**config.mk**
```make
export PLATFORM = sky130hd
export DESIGN_NAME = ihy_out
export DESIGN_NICKNAME = d
export VERILOG_FILES = /design/src/ihy_pkg.sv /design/src/ihy_out.sv
export SDC_FILE = /design/constraint.sdc
export NUM_CORES = 1
export LEC_CHECK = 0
export BUFFER_PORTS_ARGS = -buffer_cell sky130_fd_sc_hd__buf_4
export CORE_MARGIN = 2
export CORE_UTILIZATION = 29
export DETAILED_ROUTE_END_ITERATION = 10
export HOLD_SLACK_MARGIN = 0.1
export PLACE_DENSITY_LB_ADDON = 0.05
export SYNTH_ARGS = -nofsm -noshare
export SYNTH_HDL_FRONTEND = slang
export SYNTH_SLANG_ARGS = --single-unit
```
**constraint.sdc**
```tcl
create_clock -name clk -period 1.8 [get_ports clk]
set_input_delay 0.18 -clock clk [delete_from_list [all_inputs] [get_ports clk]]
set_output_delay 0.18 -clock clk [all_outputs]
set_load 0.01 [all_outputs]
```
**src/ihy_pkg.sv**
```systemverilog
// ----------------------------------------------------------------------------
// ihy_pkg
// Shared types, constants and the arctangent table for the heading/yaw unit.
// ----------------------------------------------------------------------------
package ihy_pkg;

  localparam int ATAN_ENTRIES     = 24;
  localparam int CORDIC_STEPS_DEF = 16;
  localparam int DATA_W           = 46;
  localparam int BAM_W            = 16;
  localparam int Z_W              = 32;

  localparam logic [7:0] ID_MAG      = 8'h04;
  localparam logic [7:0] ID_GRV      = 8'h08;
  localparam logic [7:0] MIN_LEN_MAG = 8'd6;
  localparam logic [7:0] MIN_LEN_GRV = 8'd8;

  localparam int Q28_ONE = 1 << 28;

  localparam logic [BAM_W-1:0] BAM_ZERO    = 16'h0000;
  localparam logic [BAM_W-1:0] BAM_QUARTER = 16'h4000;
  localparam logic [BAM_W-1:0] BAM_HALF    = 16'h8000;
  localparam logic [BAM_W-1:0] BAM_3QUART  = 16'hC000;

  localparam logic [Z_W-1:0] Z_ZERO  = 32'h0000_0000;
  localparam logic [Z_W-1:0] Z_HALF  = 32'h8000_0000;
  localparam logic [Z_W-1:0] Z_ROUND = 32'h0000_8000;

  typedef struct packed {
    logic                     valid_res;
    logic                     kind;
    logic                     special;
    logic [BAM_W-1:0]         spec_bam;
    logic signed [DATA_W-1:0] x;
    logic signed [DATA_W-1:0] y;
    logic [Z_W-1:0]           z;
  } cord_t;

  // atan(2^-i), 2^32 units per circle, rounded
  function automatic logic [Z_W-1:0] atan_entry(input int unsigned idx);
    logic [Z_W-1:0] v;
    case (idx)
      0:       v = 32'h20000000;
      1:       v = 32'h12E4051E;
      2:       v = 32'h09FB385B;
      3:       v = 32'h051111D4;
      4:       v = 32'h028B0D43;
      5:       v = 32'h0145D7E1;
      6:       v = 32'h00A2F61E;
      7:       v = 32'h00517C55;
      8:       v = 32'h0028BE53;
      9:       v = 32'h00145F2F;
      10:      v = 32'h000A2F98;
      11:      v = 32'h000517CC;
      12:      v = 32'h00028BE6;
      13:      v = 32'h000145F3;
      14:      v = 32'h0000A2FA;
      15:      v = 32'h0000517D;
      16:      v = 32'h000028BE;
      17:      v = 32'h0000145F;
      18:      v = 32'h00000A30;
      19:      v = 32'h00000518;
      20:      v = 32'h0000028C;
      21:      v = 32'h00000146;
      22:      v = 32'h000000A3;
      23:      v = 32'h00000051;
      default: v = 32'h00000000;
    endcase
    return v;
  endfunction

endpackage

```
**src/ihy_out.sv**
```systemverilog
// ----------------------------------------------------------------------------
// ihy_out
// Angle rounding to a 16-bit binary angle and the output register.
// ----------------------------------------------------------------------------
module ihy_out (
  input  logic                          clk,
  input  logic                          rst_n,
  input  logic                          s_valid,
  output logic                          s_ready,
  input  ihy_pkg::cord_t                s_data,
  output logic                          out_valid,
  input  logic                          out_ready,
  output logic                          out_valid_res,
  output logic                          out_kind,
  output logic [ihy_pkg::BAM_W-1:0]     out_bam
);

  logic                         v_r;
  logic                         vres_r, kind_r;
  logic [ihy_pkg::BAM_W-1:0]    bam_r, bam_nxt;
  logic [ihy_pkg::Z_W-1:0]      z_rnd;
  logic                         en;

  assign en      = !v_r || out_ready;
  assign s_ready = en;

  always_comb begin
    z_rnd   = s_data.z + ihy_pkg::Z_ROUND;
    bam_nxt = s_data.special ? s_data.spec_bam
                             : z_rnd[ihy_pkg::Z_W-1 -: ihy_pkg::BAM_W];
  end

  always_ff @(posedge clk) begin
    if (!rst_n) begin
      v_r <= 1'b0;
    end else if (en) begin
      v_r <= s_valid;
    end
  end

  always_ff @(posedge clk) begin
    if (en) begin
      vres_r <= s_data.valid_res;
      kind_r <= s_data.kind;
      bam_r  <= bam_nxt;
    end
  end

  assign out_valid     = v_r;
  assign out_valid_res = vres_r;
  assign out_kind      = kind_r;
  assign out_bam       = bam_r;

endmodule

```
==> flow_summary_export.csv <==
group,metric,value,unit
status,status,"complete, no violations",
synthesis,synth_nets,247,
power_and_ir_drop,seq_power_share,0.496,
finish,syn_to_final_growth,52.4,%
timing,max_slew.worst_pin.slew,0.307,ns
timing,min_period,1.28,ns
route,route.vias.total,924,
setup_path,reg2reg_setup_slack,0.81,ns
setup_path,r2r_end,"out_bam[12]",
power_and_ir_drop,p_per_area,663,nW/µm²
timing,min_period_over_period,0.713,
floorplan,die_h,65.0,µm
cts,clk_pin_slew_worst_paths,0.08,ns
synthesis,seq_area_frac_synth,0.519,
power_and_ir_drop,p_sw_frac,0.247,
power_and_ir_drop,p_total,0.00109,W
setup_path,slowest_delay,0.31,ns
timing,drv_slew,0,
min_path,hp-class,"input port to register",
setup_path,path_cells,"nand2b_1 -> buf_4 -> buf_4",
floorplan,fp.dieW,65.0,µm
route,viasPerCell,4.40,
cts,root_buffer,"clkbuf_8",
setup_path,crit_path_end,"s_ready",
cts,cts_buffers,3,
power_and_ir_drop,ir_worst_vdd,0.243,mV
power_and_ir_drop,combPwrFrac,0.226,
finish,nets,311,
power_and_ir_drop,p_int,0.000822,W
synthesis,syn-mean-instance-area,10.9,µm²
global_routing,gr-total-overflow,0,
cts,cts_setup_buffers,0,
placed_design,dp_hpwl,1.99,mm
power_and_ir_drop,power_leakage,0.683,nW
setup_path,criticalPathCategory,"register to output pin",
power_and_ir_drop,pwr-share-clk,0.278,
timing,finalSetupViolCount,0,
synthesis,synth.largest_area_cell,"edfxtp_1",
placed_design,portBuffers,59,
finish,n_antenna_cell,0,
timing,maxSlewHeadroom,0.795,
route,wire_per_inst,12.5,µm
synthesis,yosysWarnings,0,
synthesis,syn_area,1080,µm²
setup_path,r2r_start,"out_valid",
cts,cts_tree,"yes",
setup_path,crit_required,1.62,ns
synthesis,synth.distinct_cells,22,
timing,clock_skew,0.00362,ns
finish,final_cell_mix,"buf_4, edfxtp_1, nand2_1, o21ai_0, xnor2_1",
finish,drive_gt1_frac,0.457,
floorplan,ios,167,
route,drtIter0Drc,21,
setup_path,end_kind,"output pin",
setup_path,r2r_cells,2,
route,first_pass_iters,4,
setup_path,cp-startpoint,"out_valid",
global_routing,grt.total_usage,0.134,
cts,cts_sinks,19,
finish,mostFrequentLayoutCell,"buf_4",
setup_path,worstPathArrival,1.10,ns
route,wl,2.63,mm
floorplan,dieArea,4230,µm²
finish,final_cell_area,1650,µm²
route,antenna_left,0,
timing,fmax,0.779,GHz
floorplan,start_util,0.297,
placed_design,finalWeightedCongestion,0.762,
global_routing,antenna_found_initial,0,
timing,rsz0062_at_grt,"false",
floorplan,placementRows,22,
cts,insertion_delay,0.25,ns
setup_path,cp.depth,3,
timing,hold_viol,0,
setup_path,crit_top_cell,"buf_4",
synthesis,synth_area_leaders,"edfxtp_1, xnor2_1, nand2_1",
global_routing,grt_max_degree,31,
synthesis,ys_ff_latch,19,
setup_path,crit_buf_inv,2,
setup_path,crit_fanout,20,
timing,setup_tns,0,ns
route,drc_errors,0,
global_routing,grt_pass1_wl,4.28,mm
flow_run,drv_cap,0,
global_routing,grt_pass1_vias,933,
synthesis,synth_cells,99,
synthesis,synth_top_area_frac,0.501,
power_and_ir_drop,p_switching,0.000269,W
setup_path,critPathTopFamily,"buffers and inverters",
floorplan,core,3630,µm²
finish,fin_util,0.453,
setup_path,start_kind,"register",
setup_path,crit_path_top_delay_cell,"dfxtp_1",
placed_design,placed_area,1580,µm²
cts,cts_max_level,1,
cts,clockBufferDepth,2,
-- timing repair --
action / CTS / global route
hold buffers: 2 / 0
hold endpoints to repair: 2 / 0
resized for setup: 0 / 0
-- stage by stage --
stage,hold slack [ns],cells,worst slack [ns]
CTS,0.169,210,0.509
global placement,0.359,204,0.246
floorplan,0.279,99,0.510
detailed placement,0.364,204,0.242
finish,0.174,210,0.517
global route,0.185,210,0.374
-- flip-flops by register name (all words and copies together) (netlist names) --
signal and count:
out_bam 16, out_kind 1, out_valid 1, out_valid_res 1
-- synth_stat cells --
cell / n
ha_1: 1
nand4_4: 2
a311o_1: 1
mux2_2: 3
nand4_1: 1
o21ai_1: 1
nand4_2: 1
clkbuf_1: 3
dfxtp_1: 1
and3_2: 1
nor4_2: 3
nor3_1: 4
edfxtp_1: 18
nand3_1: 7
o21ai_0: 11
a21boi_0: 1
nand2_1: 16
xnor2_1: 9
nor2_1: 5
inv_1: 4
xor2_1: 5
nand2b_1: 1
-- cell families (layout without fill, tap and decap cells) --
logic type      after synthesis  in the layout  share of synthesized area
compound gates               14             14                     0.0718
xor+xnor                     14             14                      0.114
fa+ha+maj                     1              1                     0.0116
buf+inv                       7             70                     0.0243
flops                        19             19                      0.519
mux                           3              3                     0.0313
simple gates                 41             41                      0.228
-- metal layers --
metal  up-vias  wire length [µm]  track usage
li1        481                 -            -
met1       406              1130        0.159
met2        35              1290        0.238
met3         2               181       0.0295
met4         0                23       0.0469
met5         -                 0            0
-- worst register-to-register path: stages (launching register included) --
cell      delay (ns)
dfxtp_1         0.31
nand2b_1        0.06
buf_4           0.28
-- worst min path at each step --
stage / startpoint / end / cells past startpoint
2_1_floorplan: s_data[141] / out_kind / 0
3_5_place_dp: s_data[142] / out_valid_res / 1
5_1_grt: rst_n / out_valid / 2
3_3_place_gp: s_data[142] / out_valid_res / 1
6_report: s_valid / out_valid / 3
4_1_cts: rst_n / out_valid / 2
-- power groups by stage --
stage | combinational, W | sequential (W) | clock [W]
6_report | 0.000247 | 0.000541 | 0.000304
5_1_grt | 0.000272 | 0.000546 | 0.000332
4_1_cts | 0.000251 | 0.000542 | 0.000318
3_5_place_dp | 0.000247 | 0.000552 | 0
3_3_place_gp | 0.000243 | 0.000551 | 0
2_1_floorplan | 0.0000658 | 0.000574 | 0
-- layout make-up --
cell class                      instances  area (µm²)
Tap cell                               48        60.1
Inverter                                4        15.0
Sequential cell                        19         561
Multi-Input combinational cell         73         493
Clock inverter                          1        5.00
Timing Repair Buffer                   62         470
Clock buffer                            3        41.3
Fill cell                             394        1990
(Power assumes the default switching activity.)
