`src/ihy_pkg.sv`:
```
// ----------------------------------------------------------------------------
// ihy_pkg
// Shared types, constants and the arctangent table for the heading/yaw unit.
// ----------------------------------------------------------------------------
package ihy_pkg;

  localparam int ATAN_ENTRIES     = 24;
  localparam int CORDIC_STEPS_DEF = 16;
  localparam int DATA_W           = 46;
  localparam int BAM_W            = 16;
  localparam int Z_W              = 32;

  localparam logic [7:0] ID_MAG      = 8'h04;
  localparam logic [7:0] ID_GRV      = 8'h08;
  localparam logic [7:0] MIN_LEN_MAG = 8'd6;
  localparam logic [7:0] MIN_LEN_GRV = 8'd8;

  localparam int Q28_ONE = 1 << 28;

  localparam logic [BAM_W-1:0] BAM_ZERO    = 16'h0000;
  localparam logic [BAM_W-1:0] BAM_QUARTER = 16'h4000;
  localparam logic [BAM_W-1:0] BAM_HALF    = 16'h8000;
  localparam logic [BAM_W-1:0] BAM_3QUART  = 16'hC000;

  localparam logic [Z_W-1:0] Z_ZERO  = 32'h0000_0000;
  localparam logic [Z_W-1:0] Z_HALF  = 32'h8000_0000;
  localparam logic [Z_W-1:0] Z_ROUND = 32'h0000_8000;

  typedef struct packed {
    logic                     valid_res;
    logic                     kind;
    logic                     special;
    logic [BAM_W-1:0]         spec_bam;
    logic signed [DATA_W-1:0] x;
    logic signed [DATA_W-1:0] y;
    logic [Z_W-1:0]           z;
  } cord_t;

  // atan(2^-i), 2^32 units per circle, rounded
  function automatic logic [Z_W-1:0] atan_entry(input int unsigned idx);
    logic [Z_W-1:0] v;
    case (idx)
      0:       v = 32'h20000000;
      1:       v = 32'h12E4051E;
      2:       v = 32'h09FB385B;
      3:       v = 32'h051111D4;
      4:       v = 32'h028B0D43;
      5:       v = 32'h0145D7E1;
      6:       v = 32'h00A2F61E;
      7:       v = 32'h00517C55;
      8:       v = 32'h0028BE53;
      9:       v = 32'h00145F2F;
      10:      v = 32'h000A2F98;
      11:      v = 32'h000517CC;
      12:      v = 32'h00028BE6;
      13:      v = 32'h000145F3;
      14:      v = 32'h0000A2FA;
      15:      v = 32'h0000517D;
      16:      v = 32'h000028BE;
      17:      v = 32'h0000145F;
      18:      v = 32'h00000A30;
      19:      v = 32'h00000518;
      20:      v = 32'h0000028C;
      21:      v = 32'h00000146;
      22:      v = 32'h000000A3;
      23:      v = 32'h00000051;
      default: v = 32'h00000000;
    endcase
    return v;
  endfunction

endpackage

```
`src/ihy_prep.sv`:
```
// ----------------------------------------------------------------------------
// ihy_prep
// Three register stages: report decode and products, argument forming,
// axis detection and half-plane pre-rotation.
// ----------------------------------------------------------------------------
module ihy_prep (
  input  logic                clk,
  input  logic                rst_n,
  input  logic                s_valid,
  output logic                s_ready,
  input  logic [7:0]          report_id,
  input  logic [7:0]          report_len,
  input  logic signed [15:0]  word_a,
  input  logic signed [15:0]  word_b,
  input  logic signed [15:0]  word_c,
  input  logic signed [15:0]  word_d,
  output logic                m_valid,
  input  logic                m_ready,
  output ihy_pkg::cord_t      m_data
);

  localparam int W = ihy_pkg::DATA_W;

  // stage 1
  logic               v1_r;
  logic               vres1_r, vres1_nxt;
  logic               kind1_r, kind1_nxt;
  logic signed [15:0] a1_r, b1_r;
  logic signed [31:0] pab1_r, pdc1_r, pbb1_r, pcc1_r;
  logic signed [31:0] pab1_nxt, pdc1_nxt, pbb1_nxt, pcc1_nxt;
  logic               en1, is_mag, is_grv;

  // stage 2
  logic               v2_r;
  logic               vres2_r, kind2_r;
  logic signed [W-1:0] x2_r, y2_r, x2_nxt, y2_nxt;
  logic               en2;

  // stage 3
  logic               v3_r;
  ihy_pkg::cord_t     s3_r, s3_nxt;
  logic               en3;

  assign en3     = !v3_r || m_ready;
  assign en2     = !v2_r || en3;
  assign en1     = !v1_r || en2;
  assign s_ready = en1;

  always_comb begin
    is_mag    = (report_id == ihy_pkg::ID_MAG) && (report_len >= ihy_pkg::MIN_LEN_MAG);
    is_grv    = (report_id == ihy_pkg::ID_GRV) && (report_len >= ihy_pkg::MIN_LEN_GRV);
    vres1_nxt = is_mag || is_grv;
    kind1_nxt = is_grv;
    pab1_nxt  = word_a * word_b;
    pdc1_nxt  = word_d * word_c;
    pbb1_nxt  = word_b * word_b;
    pcc1_nxt  = word_c * word_c;
  end

  always_ff @(posedge clk) begin
    if (!rst_n) begin
      v1_r <= 1'b0;
    end else if (en1) begin
      v1_r <= s_valid;
    end
  end

  always_ff @(posedge clk) begin
    if (en1) begin
      vres1_r <= vres1_nxt;
      kind1_r <= kind1_nxt;
      a1_r    <= word_a;
      b1_r    <= word_b;
      pab1_r  <= pab1_nxt;
      pdc1_r  <= pdc1_nxt;
      pbb1_r  <= pbb1_nxt;
      pcc1_r  <= pcc1_nxt;
    end
  end

  // arguments: magnetometer scaled by 2^16, yaw in Q28 scaled by 2^8
  always_comb begin
    if (!vres1_r) begin
      x2_nxt = '0;
      y2_nxt = '0;
    end else if (kind1_r) begin
      y2_nxt = (W'(pdc1_r) + W'(pab1_r)) <<< 9;
      x2_nxt = (W'(ihy_pkg::Q28_ONE) - ((W'(pbb1_r) + W'(pcc1_r)) <<< 1)) <<< 8;
    end else begin
      x2_nxt = W'(a1_r) <<< 16;
      y2_nxt = W'(b1_r) <<< 16;
    end
  end

  always_ff @(posedge clk) begin
    if (!rst_n) begin
      v2_r <= 1'b0;
    end else if (en2) begin
      v2_r <= v1_r;
    end
  end

  always_ff @(posedge clk) begin
    if (en2) begin
      vres2_r <= vres1_r;
      kind2_r <= kind1_r;
      x2_r    <= x2_nxt;
      y2_r    <= y2_nxt;
    end
  end

  always_comb begin
    s3_nxt.valid_res = vres2_r;
    s3_nxt.kind      = kind2_r;
    s3_nxt.special   = 1'b0;
    s3_nxt.spec_bam  = ihy_pkg::BAM_ZERO;
    if (!vres2_r) begin
      s3_nxt.special = 1'b1;
    end else if (y2_r == '0) begin
      s3_nxt.special  = 1'b1;
      s3_nxt.spec_bam = x2_r[W-1] ? ihy_pkg::BAM_HALF : ihy_pkg::BAM_ZERO;
    end else if (x2_r == '0) begin
      s3_nxt.special  = 1'b1;
      s3_nxt.spec_bam = y2_r[W-1] ? ihy_pkg::BAM_3QUART : ihy_pkg::BAM_QUARTER;
    end
    // left half plane: turn by half a circle
    if (x2_r[W-1]) begin
      s3_nxt.x = -x2_r;
      s3_nxt.y = -y2_r;
      s3_nxt.z = ihy_pkg::Z_HALF;
    end else begin
      s3_nxt.x = x2_r;
      s3_nxt.y = y2_r;
      s3_nxt.z = ihy_pkg::Z_ZERO;
    end
  end

  always_ff @(posedge clk) begin
    if (!rst_n) begin
      v3_r <= 1'b0;
    end else if (en3) begin
      v3_r <= v2_r;
    end
  end

  always_ff @(posedge clk) begin
    if (en3) begin
      s3_r <= s3_nxt;
    end
  end

  assign m_valid = v3_r;
  assign m_data  = s3_r;

endmodule

```
`config.mk`:
```
export PLATFORM = sky130hd
export DESIGN_NAME = ihy_prep
export DESIGN_NICKNAME = d
export VERILOG_FILES = /design/src/ihy_pkg.sv /design/src/ihy_prep.sv
export SDC_FILE = /design/constraint.sdc
export NUM_CORES = 2
export LEC_CHECK = 0
export BUFFER_PORTS_ARGS = -buffer_cell sky130_fd_sc_hd__buf_2
export CORE_MARGIN = 2
export CORE_UTILIZATION = 62
export DETAILED_ROUTE_END_ITERATION = 7
export PLACE_DENSITY_LB_ADDON = 0.1
export SKIP_CTS_REPAIR_TIMING = 1
export SLEW_MARGIN = 40
export SYNTH_ARGS = -nofsm -noshare
export SYNTH_HDL_FRONTEND = slang
export SYNTH_SLANG_ARGS = --single-unit
export TNS_END_PERCENT = 10
```
`constraint.sdc`:
```
create_clock -name clk -period 16.3 [get_ports clk]
set_input_delay 1.63 -clock clk [delete_from_list [all_inputs] [get_ports clk]]
set_output_delay 1.63 -clock clk [all_outputs]
set_load 0.02 [all_outputs]
```
==> flow_summary.ini <==
[sta]
tns_ns = 0
fin_crit_sh_pct = 51.44
slew_headroom_pct = 40.85
hold_ws_ns = 0.4263
hold_viol = 0
fin_crit_ns = 8.385
tightest_slew_ns = 0.8873
setup_violations = 0
finClkSkew_ns = 0.01969
slew_violations = 0
max_freq_mhz = 119.3
rsz0062_at_grt = no

[clock_tree]
worstSkewPairLatency_ns = 0.59
clk_pin_slew_ns = 0.06
htree_num_levels = 1
numCtsBuffers = 31
clock-root-buffer = clkbuf_16
cts_tree = done
clk_path_buf_depth = 3
cts_sinks = 311

[die]
row_count = 107
core-area_um2 = 85410
die_h_um = 297.8
fp.dieW_um = 297.8
io_pins = 229
initial_core_util_pct = 62.66
die_area_um2 = 88690

[synthesis]
yosysMostFrequentCell = inv_1
synth_edf_count = 308
postSynthCellCount = 5435
synth.distinct_cells = 85
synth_mux_area_share_pct = 0.5493
synth_top_cells_by_area = fa_1, edfxtp_1, ha_1, inv_1, and2_1
synth_adder_area_share_pct = 46.82
ys.flop_type = edfxtp_1
synth_compound_area_share_pct = 7.473
ys_ff_latch = 311
syn-cell-area_um2 = 53520
yosysSeqAreaShare_pct = 17.39
synth_top_area_share_pct = 37.14
synth_top_family_by_area = adder cells
synth_top_area_cell = fa_1
synth_common_cells = inv_1, fa_1, nand2_1, ha_1, and2_1
synth_simple_gate_area_share_pct = 12.38
avgSynthCellArea_um2 = 9.848
yosys.area_share.xor_xnor_pct = 4.598
synthArstFlopShare_pct = 0
yosys_warnings = 0

[placed_design]
gp_congestion = 0.9464
dp_hpwl_um = 96470
dp_cells = 6577
portBuffers = 164

[drt]
ant_nets = 0
vias_per_cell = 5.562
wl_um = 123600
wl_per_cell_um = 18.62
drc = 0
dr_total_vias = 36920
drt-initial-drc-count = 2373
dr.pass1.iters = 5

[setup_path]
worst_path_max_delay_cell = buf_2
worstSetupPathType = input port to flip-flop
critPathTopFamily = adder cells
worstPathRequired_ns = 16.61
setup.worst_path.start_class = input port
cp-end-kind = flip-flop
cpPeakStageDelay_ns = 0.67
crit_path_frequent_cell = fa_1
cp_max_fo = 34
path_cells = buf_2, nand2_1, fa_1, fa_1, fa_1, inv_1, fa_1, fa_1, inv_1, fa_1, inv_1, ha_1, a21o_1, a21o_1, a211o_1, a21oi_1, o21ai_0, a41oi_1, a21oi_1, a41o_1, a311o_1
path_buf_inv = 4
crit_arrival_ns = 8.70

[global_routing]
grt_usage_pct = 29.10
antenna_found_initial = 6
overflow = 0
grt_pass1_vias = 38930
grt_max_degree = 81
grt_pass1_wl_um = 204000

[run]
maxCapViolCount = 0

[cells_and_area]
drive_above_1_share_pct = 5.064
stdcell_count = 6637
nets = 6957
syn_to_final_growth_pct = 4.687

[worst_hold_path]
holdCritPathClass = flip-flop to flip-flop

[run_status]
status = finished, final reports clean
==> state kept, by name (all words and copies together), names as in the netlist <==
signal / count
m_data: 80
x2_r: 34
y2_r: 33
pab1_r: 32
pdc1_r: 32
pcc1_r: 31
pbb1_r: 30
a1_r: 16
b1_r: 16
kind1_r: 1
kind2_r: 1
m_valid: 1
v1_r: 1
v2_r: 1
vres1_r: 1
vres2_r: 1
==> worst register-to-register path, stage by stage, from the launching register on <==
cell and delay [ns]:
edfxtp_1 0.44, ha_1 0.48, o21ai_0 0.21, o21ai_1 0.34, nand4_1 0.37, a21o_1 0.29
a311oi_1 0.54, nand4b_1 0.39, nor3_2 0.48, a41oi_1 0.26, o21ba_1 0.24, o31ai_1 0.26
==> path summary, 6_finish.rpt <==
kind | slack, ns | endpoint | from | depth (start not counted)
setup / recovery | 7.92 | pab1_r[31]$_DFFE_PP_ | word_b[2] | 21
hold / removal | 0.43 | m_data[141]$_DFFE_PP_ | kind2_r$_DFFE_PP_ | 0
setup reg to reg | 11.81 | x2_r[41]$_SDFFCE_PN0P_ | pbb1_r[4]$_DFFE_PP_ | 11
hold reg to reg | 0.43 | m_data[141]$_DFFE_PP_ | kind2_r$_DFFE_PP_ | 0
==> cells by family (layout without fill, tap and decap cells) <==
logic type / after synthesis / in the layout
buffers and inverters: 1470 / 1460
adders and majority gates: 1407 / 1407
and+or+nand+nor: 1341 / 1341
AOI/OAI and AO/OA: 595 / 595
DFF: 311 / 311
xor gates and xnor gates: 281 / 281
muxes: 29 / 29
other: 1 / 69
==> cell usage in the layout, fill, tap and decap left out, types with 53 or more instances in the layout <==
master / instances
o21ai_0: 103
buf_2: 153
xnor2_1: 228
fa_1: 993
a21oi_1: 146
ha_1: 414
xor2_1: 53
inv_1: 1223
edfxtp_1: 308
conb_1: 66
and2_1: 330
nor2_1: 226
a21o_1: 79
nand2_1: 487
==> cell type report <==
type | count | area, µm²
Sequential cell | 311 | 9309
Fill cell | 7128 | 29380
Clock inverter | 22 | 207.7
Clock buffer | 35 | 790.8
Tap cell | 1144 | 1431
Multi-Input combinational cell | 3719 | 38720
Timing Repair Buffer | 178 | 960.9
Inverter | 1225 | 4603
Antenna cell | 3 | 7.507
==> through the flow <==
step | util [%] | instance area [µm²] | worst slack (ns)
floorplan | - | 53770 | 8.450
global placement | 64.36 | 54980 | 7.405
detailed placement | 64.40 | 55010 | 7.336
CTS | 65.57 | 56010 | 7.927
global route | 65.59 | 56030 | 7.584
finish | 65.60 | 56030 | 7.915
==> layer usage <==
metal	GRT usage [%]	wire length (µm)
met5	0	0
met4	7.765	3745
met3	3.646	7900
met2	50.29	61410
met1	39.05	50520
Power is not shown: default switching activity piles up to over one toggle a cycle in this logic, so the estimate is an artifact.
